**src/hdl/rcm_pkg.sv**
```systemverilog
// Package for the rod-cutting profit core: field widths, piece table,
// reset prices and the shared types for the cell chain.
// No dependencies.
package rcm_pkg;

    localparam int LEN_W          = 13;
    localparam int VALUE_W        = 20;
    localparam int PRICE_W        = 8;
    localparam int WINDOW         = 16;
    localparam int NUM_PIECES     = 8;
    localparam int MAX_LENGTH_DEF = 4096;
    localparam int PIECE_IDX_W    = $clog2(NUM_PIECES);
    localparam int PADDR_W        = PIECE_IDX_W + 2;
    localparam int S_TDATA_W      = ((LEN_W + 7) / 8) * 8;
    localparam int M_TDATA_W      = ((VALUE_W + 7) / 8) * 8;

    localparam logic [VALUE_W-1:0] VALUE_MAX = {VALUE_W{1'b1}};

    localparam int PIECE_LEN [NUM_PIECES] = '{1, 2, 4, 6, 8, 10, 12, 16};

    localparam logic [PRICE_W-1:0] PRICE_RESET [NUM_PIECES] =
        '{8'd1, 8'd5, 8'd9, 8'd17, 8'd20, 8'd30, 8'd36, 8'd48};

    // One cell of the chain: the best value at one length, and whether that
    // length has been worked out for the current transaction.
    typedef struct packed {
        logic               valid;
        logic [VALUE_W-1:0] value;
    } cell_data_t;

    typedef struct packed {
        logic clear;
        logic shift;
    } cell_ctrl_t;

    typedef logic [PRICE_W-1:0] price_t;

endpackage

```
**src/hdl/rcm_cell.sv**
```systemverilog
// One cell of the best-value chain: holds a value and hands it to the next
// cell on every shift. Depends on rcm_pkg.
module rcm_cell #(
    parameter bit INIT_VALID = 1'b0
) (
    input  logic               clk,
    input  logic               rst_n,
    input  rcm_pkg::cell_ctrl_t ctrl,
    input  rcm_pkg::cell_data_t prev,
    output rcm_pkg::cell_data_t data
);
    import rcm_pkg::*;

    logic               valid_reg;
    logic [VALUE_W-1:0] value_reg;

    always_ff @(posedge clk or negedge rst_n)
    begin
        if (!rst_n)
        begin
            valid_reg <= INIT_VALID;
        end
        else if (ctrl.clear)
        begin
            valid_reg <= INIT_VALID;
        end
        else if (ctrl.shift)
        begin
            valid_reg <= prev.valid;
        end
    end

    always_ff @(posedge clk)
    begin
        if (ctrl.clear)
        begin
            value_reg <= '0;
        end
        else if (ctrl.shift)
        begin
            value_reg <= prev.value;
        end
    end

    assign data.valid = valid_reg;
    assign data.value = value_reg;

endmodule

```
**src/hdl/rcm_best.sv**
```systemverilog
// Candidate evaluation for one table step: price plus the tapped cell value
// for each piece that fits, saturated, then the maximum. Depends on rcm_pkg.
module rcm_best (
    input  rcm_pkg::cell_data_t                 cells [rcm_pkg::WINDOW],
    input  rcm_pkg::price_t                     prices [rcm_pkg::NUM_PIECES],
    output logic [rcm_pkg::VALUE_W-1:0]         best
);
    import rcm_pkg::*;

    logic [VALUE_W-1:0] cand [NUM_PIECES];

    // A piece fits exactly when the cell at its distance holds a real length.
    always_comb
    begin
        logic [VALUE_W:0] sum;
        for (int k = 0; k < NUM_PIECES; k++)
        begin
            sum = {1'b0, cells[PIECE_LEN[k] - 1].value}
                + {{(VALUE_W + 1 - PRICE_W){1'b0}}, prices[k]};
            if (!cells[PIECE_LEN[k] - 1].valid)
            begin
                cand[k] = '0;
            end
            else if (sum[VALUE_W])
            begin
                cand[k] = VALUE_MAX;
            end
            else
            begin
                cand[k] = sum[VALUE_W-1:0];
            end
        end
    end

    always_comb
    begin
        logic [VALUE_W-1:0] m;
        m = '0;
        for (int k = 0; k < NUM_PIECES; k++)
        begin
            if (cand[k] > m)
            begin
                m = cand[k];
            end
        end
        best = m;
    end

endmodule

```
**src/hdl/rod_cut_max_profit_core.sv**
```systemverilog
// Rod-cutting profit core: a chain of 16 cells holds the latest best values.
// One table length is worked out per cycle, set by the single step through the
// cell chain; a new rod length is accepted only when idle, after the result of
// the last one has been taken into the output register.
// Reset (rst_n, asynchronous, active low) restores the reset prices and idles.
module rod_cut_max_profit_core #(
    parameter int MAX_LENGTH = rcm_pkg::MAX_LENGTH_DEF
) (
    input  logic                          clk,
    input  logic                          rst_n,
    // s_tdata: rod_length [12:0], zero fill above
    input  logic                          s_tvalid,
    output logic                          s_tready,
    input  logic [rcm_pkg::S_TDATA_W-1:0] s_tdata,
    // m_tdata: max_profit [19:0], zero fill above
    output logic                          m_tvalid,
    input  logic                          m_tready,
    output logic [rcm_pkg::M_TDATA_W-1:0] m_tdata,
    input  logic                          psel,
    input  logic                          penable,
    input  logic                          pwrite,
    input  logic [rcm_pkg::PADDR_W-1:0]   paddr,
    input  logic [31:0]                   pwdata,
    output logic [31:0]                   prdata,
    output logic                          pready
);
    import rcm_pkg::*;

    localparam int CNT_W = $clog2(MAX_LENGTH + 1);
    localparam int TGT_W = (CNT_W > LEN_W) ? CNT_W : LEN_W;

    localparam logic ST_IDLE = 1'b0;
    localparam logic ST_RUN  = 1'b1;

    logic                   state_reg, state_next;
    logic [TGT_W-1:0]       len_reg, len_next;
    logic [TGT_W-1:0]       target_reg, target_next;
    logic                   out_valid_reg, out_valid_next;
    logic [VALUE_W-1:0]     out_value_reg, out_value_next;
    price_t                 price_reg [NUM_PIECES];

    logic [PIECE_IDX_W-1:0] cfg_idx;
    logic [TGT_W-1:0]       req_ext;
    logic                   s_fire;
    logic                   done;
    logic [VALUE_W-1:0]     step_best;
    cell_ctrl_t             cell_ctrl;
    cell_data_t             cells [WINDOW];
    cell_data_t             chain_in [WINDOW];

    // ---------------- configuration port ----------------
    assign pready  = 1'b1;
    assign cfg_idx = paddr[PADDR_W-1:2];
    assign prdata  = {{(32 - PRICE_W){1'b0}}, price_reg[cfg_idx]};

    always_ff @(posedge clk or negedge rst_n)
    begin
        if (!rst_n)
        begin
            for (int k = 0; k < NUM_PIECES; k++)
            begin
                price_reg[k] <= PRICE_RESET[k];
            end
        end
        else if (psel && penable && pwrite && pready)
        begin
            price_reg[cfg_idx] <= pwdata[PRICE_W-1:0];
        end
    end

    // ---------------- sequencer ----------------
    assign s_tready = (state_reg == ST_IDLE);
    assign s_fire   = s_tvalid && s_tready;
    assign req_ext  = TGT_W'(s_tdata[LEN_W-1:0]);
    assign done     = (len_reg == target_reg);

    always_comb
    begin
        state_next     = state_reg;
        len_next       = len_reg;
        target_next    = target_reg;
        out_valid_next = out_valid_reg;
        out_value_next = out_value_reg;
        cell_ctrl      = '0;

        if (out_valid_reg && m_tready)
        begin
            out_valid_next = 1'b0;
        end

        unique case (state_reg)
            ST_IDLE:
            begin
                if (s_fire)
                begin
                    cell_ctrl.clear = 1'b1;
                    len_next        = '0;
                    if (req_ext > TGT_W'(MAX_LENGTH))
                    begin
                        target_next = TGT_W'(MAX_LENGTH);
                    end
                    else
                    begin
                        target_next = req_ext;
                    end
                    state_next = ST_RUN;
                end
            end
            ST_RUN:
            begin
                if (!done)
                begin
                    cell_ctrl.shift = 1'b1;
                    len_next        = len_reg + 1'b1;
                end
                else if (!out_valid_reg || m_tready)
                begin
                    // The head cell holds the value at the target length.
                    out_valid_next = 1'b1;
                    out_value_next = cells[0].value;
                    state_next     = ST_IDLE;
                end
            end
            default:
            begin
                state_next = ST_IDLE;
            end
        endcase
    end

    always_ff @(posedge clk or negedge rst_n)
    begin
        if (!rst_n)
        begin
            state_reg     <= ST_IDLE;
            len_reg       <= '0;
            target_reg    <= '0;
            out_valid_reg <= 1'b0;
        end
        else
        begin
            state_reg     <= state_next;
            len_reg       <= len_next;
            target_reg    <= target_next;
            out_valid_reg <= out_valid_next;
        end
    end

    always_ff @(posedge clk)
    begin
        out_value_reg <= out_value_next;
    end

    assign m_tvalid = out_valid_reg;
    assign m_tdata  = {{(M_TDATA_W - VALUE_W){1'b0}}, out_value_reg};

    // ---------------- cell chain ----------------
    rcm_best u_best (
        .cells  (cells),
        .prices (price_reg),
        .best   (step_best)
    );

    assign chain_in[0].valid = 1'b1;
    assign chain_in[0].value = step_best;

    // Cell j holds the best value at the current length minus j; after a clear
    // only the head cell is valid, standing for length zero.
    for (genvar j = 0; j < WINDOW; j++)
    begin : g_cell
        if (j > 0)
        begin : g_link
            assign chain_in[j] = cells[j-1];
        end
        rcm_cell #(
            .INIT_VALID (j == 0)
        ) u_cell (
            .clk   (clk),
            .rst_n (rst_n),
            .ctrl  (cell_ctrl),
            .prev  (chain_in[j]),
            .data  (cells[j])
        );
    end

endmodule
```
**config.mk**
```make
export PLATFORM = sky130hd
export DESIGN_NAME = rod_cut_max_profit_core
export DESIGN_NICKNAME = d
export VERILOG_FILES = /design/src/hdl/rcm_pkg.sv /design/src/hdl/rcm_cell.sv /design/src/hdl/rcm_best.sv /design/src/hdl/rod_cut_max_profit_core.sv
export SDC_FILE = /design/constraint.sdc
export NUM_CORES = 1
export LEC_CHECK = 0
export BUFFER_PORTS_ARGS = -buffer_cell sky130_fd_sc_hd__buf_2
export CORE_MARGIN = 2
export CORE_UTILIZATION = 65
export DETAILED_ROUTE_END_ITERATION = 16
export PLACE_DENSITY = 0.88
export SYNTH_ARGS = -nofsm -noshare
export SYNTH_HDL_FRONTEND = slang
export SYNTH_SLANG_ARGS = --single-unit
```
**constraint.sdc**
```tcl
create_clock -name clk -period 26.7 [get_ports clk]
set_clock_uncertainty 0.1 [all_clocks]
set_input_delay 5.34 -clock clk [delete_from_list [all_inputs] [get_ports clk]]
set_output_delay 5.34 -clock clk [all_outputs]
set_load 0.005 [all_outputs]
```
==> flow_summary.json <==
{
  "status": "finished clean",
  "postSynth.topFlopCell": "dfxtp_1",
  "ys_ff_latch": 447,
  "seqCellArea_um2": 9706,
  "clk_latency_ns": 0.61,
  "final_util": 0.7050,
  "yosys_warnings": 0,
  "fin_hold_ws_ns": 0.3305,
  "coreArea_um2": 40740,
  "critPathCapture": "g_cell[0].u_cell.value_reg[4]",
  "dp_hpwl_um": 59920,
  "grt_antenna_before_repair": 2,
  "postSynthAreaPerCell_um2": 8.011,
  "worstRegToRegCells": 80,
  "grt_pass1_wl_um": 126600,
  "slew_violations": 0,
  "slew-limit-headroom": 0.2064,
  "grt_pass1_vias": 23028,
  "r2r-end": "g_cell[0].u_cell.value_reg[4]",
  "postCtsSetupRepairBufs": 0,
  "fin_crit_ns": 22.77,
  "grt-ovfl-total": 0,
  "wl_um": 81580,
  "ctsResizeCount": 0,
  "initial_utilization": 0.6580,
  "area_growth_pct": 7.156,
  "worst_setup_path_end_kind": "flop",
  "die_y_um": 207.1,
  "startpoint": "g_cell[0].u_cell.value_reg[1]",
  "critPathSlowestCell": "a21o_1",
  "htreeDepth": 2,
  "final_hold_viol_count": 0,
  "first_pass_iters": 6,
  "io_pins": 119,
  "tightest_slew_ns": 1.190,
  "cts_buffers": 46,
  "hold_buffers": 0,
  "nNetsFinal": 3564,
  "die_w_um": 207.1,
  "layout_commonest_cell": "nand2_1",
  "critical_path_required_ns": 27.11,
  "drv_cap": 0,
  "hold_class": "reg2reg",
  "worstSetupPathType": "reg2reg",
  "io_buffers": 60,
  "clk_pin_slew_ns": 0.07,
  "drtIter0Drc": 2585,
  "cts_tree": "built",
  "n_fill_cell": 3254,
  "period_share": 0.8529,
  "synthArstFlopShare": 0.2394,
  "vias": 24363,
  "ys_seq_area_frac": 0.3621,
  "cts_root_buf": "clkbuf_16",
  "startpoint_type": "flop",
  "syn_area_um2": 26800,
  "route.detailed.drc": 0,
  "ant_nets": 0,
  "fin_tns_setup_ns": 0,
  "critical_path_arrival_ns": 23.18,
  "cts_buffer_depth": 3,
  "final_cell_area_um2": 28720,
  "fmax_ghz": 0.04391,
  "setup_viol": 0,
  "placed_cell_area_um2": 27160,
  "multiInputGateArea_um2": 15830,
  "num_rows": 74,
  "routedWlPerCell_um": 21.11,
  "grt_max_degree": 106,
  "cts_sinks": 447,
  "viasPerCell": 6.303,
  "ff2ff_setup_slack_ns": 3.93,
  "min-delay-start": "g_cell[6].u_cell.value_reg[17]",
  "rsz0062_at_grt": "no",
  "synthCells": 3346,
  "grt_usage": 0.3714,
  "synth_edf_count": 20,
  "die-area_um2": 42880,
  "layout_common_cells": "nand2_1, nand3_1, dfxtp_1",
  "largest_reg_flops": 320,
  "cpPeakStageDelay_ns": 0.89,
  "worst-path-max-fanout": 29,
  "drive_above_1_share": 0.08824,
  "globalplace.congestion": 0.9849,
  "synthDistinctLibCells": 88,
  "worstReg2RegStart": "g_cell[0].u_cell.value_reg[1]"
}
[layer usage]
layer	up-vias	global-route usage	part of all wire
met1	11552	0.4884	0.41
met3	251	0.05852	0.081
li1	11458	-	-
met4	4	0.1744	0.052
met5	-	0	0.00033
met2	1098	0.6016	0.46
[how the worst min path moves through the flow]
| stage | to | slack, ns | depth (start not counted) |
|---|---|---|---|
| 5_1_grt | g_cell[7].u_cell.value_reg[11] | 0.35 | 2 |
| 3_5_place_dp | g_cell[5].u_cell.value_reg[6] | 0.33 | 2 |
| 4_1_cts | g_cell[14].u_cell.value_reg[17] | 0.34 | 2 |
| 6_report | g_cell[7].u_cell.value_reg[17] | 0.33 | 2 |
| 2_1_floorplan | out_value_reg[14] | 0.31 | 0 |
| 3_3_place_gp | g_cell[7].u_cell.value_reg[14] | 0.32 | 2 |
[final cells by class]
| type | count | share of cell area |
|---|---|---|
| timing repair buffer | 81 | 0.01603 |
| antenna | 1 | 0.00008712 |
| multi-input combinational | 2588 | 0.5511 |
| tap | 532 | 0.02317 |
| clock buffer | 72 | 0.05018 |
| clock inverter | 12 | 0.004225 |
| sequential | 447 | 0.3379 |
| inverter | 132 | 0.01725 |
[per-stage QoR]
step | worst slack [ns] | instances
2_1_floorplan | 8.966 | 3373
3_3_place_gp | 5.233 | 3780
3_5_place_dp | 4.910 | 3780
4_1_cts | 4.712 | 3864
5_1_grt | 2.585 | 3864
6_report | 3.928 | 3865
[cell usage after synthesis (5+ instances only)]
master,n,area [µm²]
a21o_1,57,427.9
a22o_1,13,113.9
o21a_1,27,202.7
a221oi_1,5,43.79
mux4_2,8,180.2
o21bai_1,12,90.09
o21ai_0,183,915.9
nor4_1,13,81.33
a21oi_1,158,790.8
o211a_1,6,60.06
dfrtp_1,90,2252
a22oi_1,12,90.09
nor3_1,29,145.1
a31oi_1,11,68.82
xor2_1,50,437.9
clkbuf_1,145,544.3
and4_1,9,78.83
ha_1,200,2502
edfxtp_1,20,600.6
mux2i_1,37,370.4
buf_1,23,86.33
o31ai_1,23,172.7
nand3_1,366,1832
mux2_2,78,878.3
and2_1,9,56.30
nor2b_1,32,200.2
dfxtp_1,320,6406
dfstp_2,17,446.7
o221ai_1,7,61.31
a211oi_1,20,150.1
nand4_1,43,269.0
o211ai_1,13,97.59
xnor2_1,67,586.8
inv_1,130,488.0
o21ai_1,8,40.04
nand2_1,730,2740
or2_2,7,43.79
buf_4,32,240.2
nor2_1,195,732.0
nand2b_1,24,150.1
fa_1,8,160.2
or3_1,6,37.54
and3_1,27,168.9
[critical path: cells and delay by family, from the launching register on]
| family | cells | cell delay (ns) |
|---|---|---|
| xor gates and xnor gates | 1 | 0.16 |
| and+or+nand+nor | 21 | 5.24 |
| muxes | 4 | 1.72 |
| AOI/OAI and AO/OA | 39 | 10.56 |
| buffers and inverters | 7 | 1.54 |
| DFF | 1 | 0.62 |
| adders and majority gates | 8 | 2.68 |
[cell families after synthesis]
group	Yosys count	synth area share
AND/OR/NAND/NOR	1503	0.2488
AO/OA/AOI/OAI	604	0.1435
flip-flops	447	0.3621
buffers and inverters	338	0.05270
adder cells (fa/ha/maj)	208	0.09933
multiplexers	127	0.05513
XOR/XNOR	117	0.03823
other	2	0.0002802
Power is not shown: default switching activity piles up to over one toggle a cycle in this logic, so the estimate is an artifact.
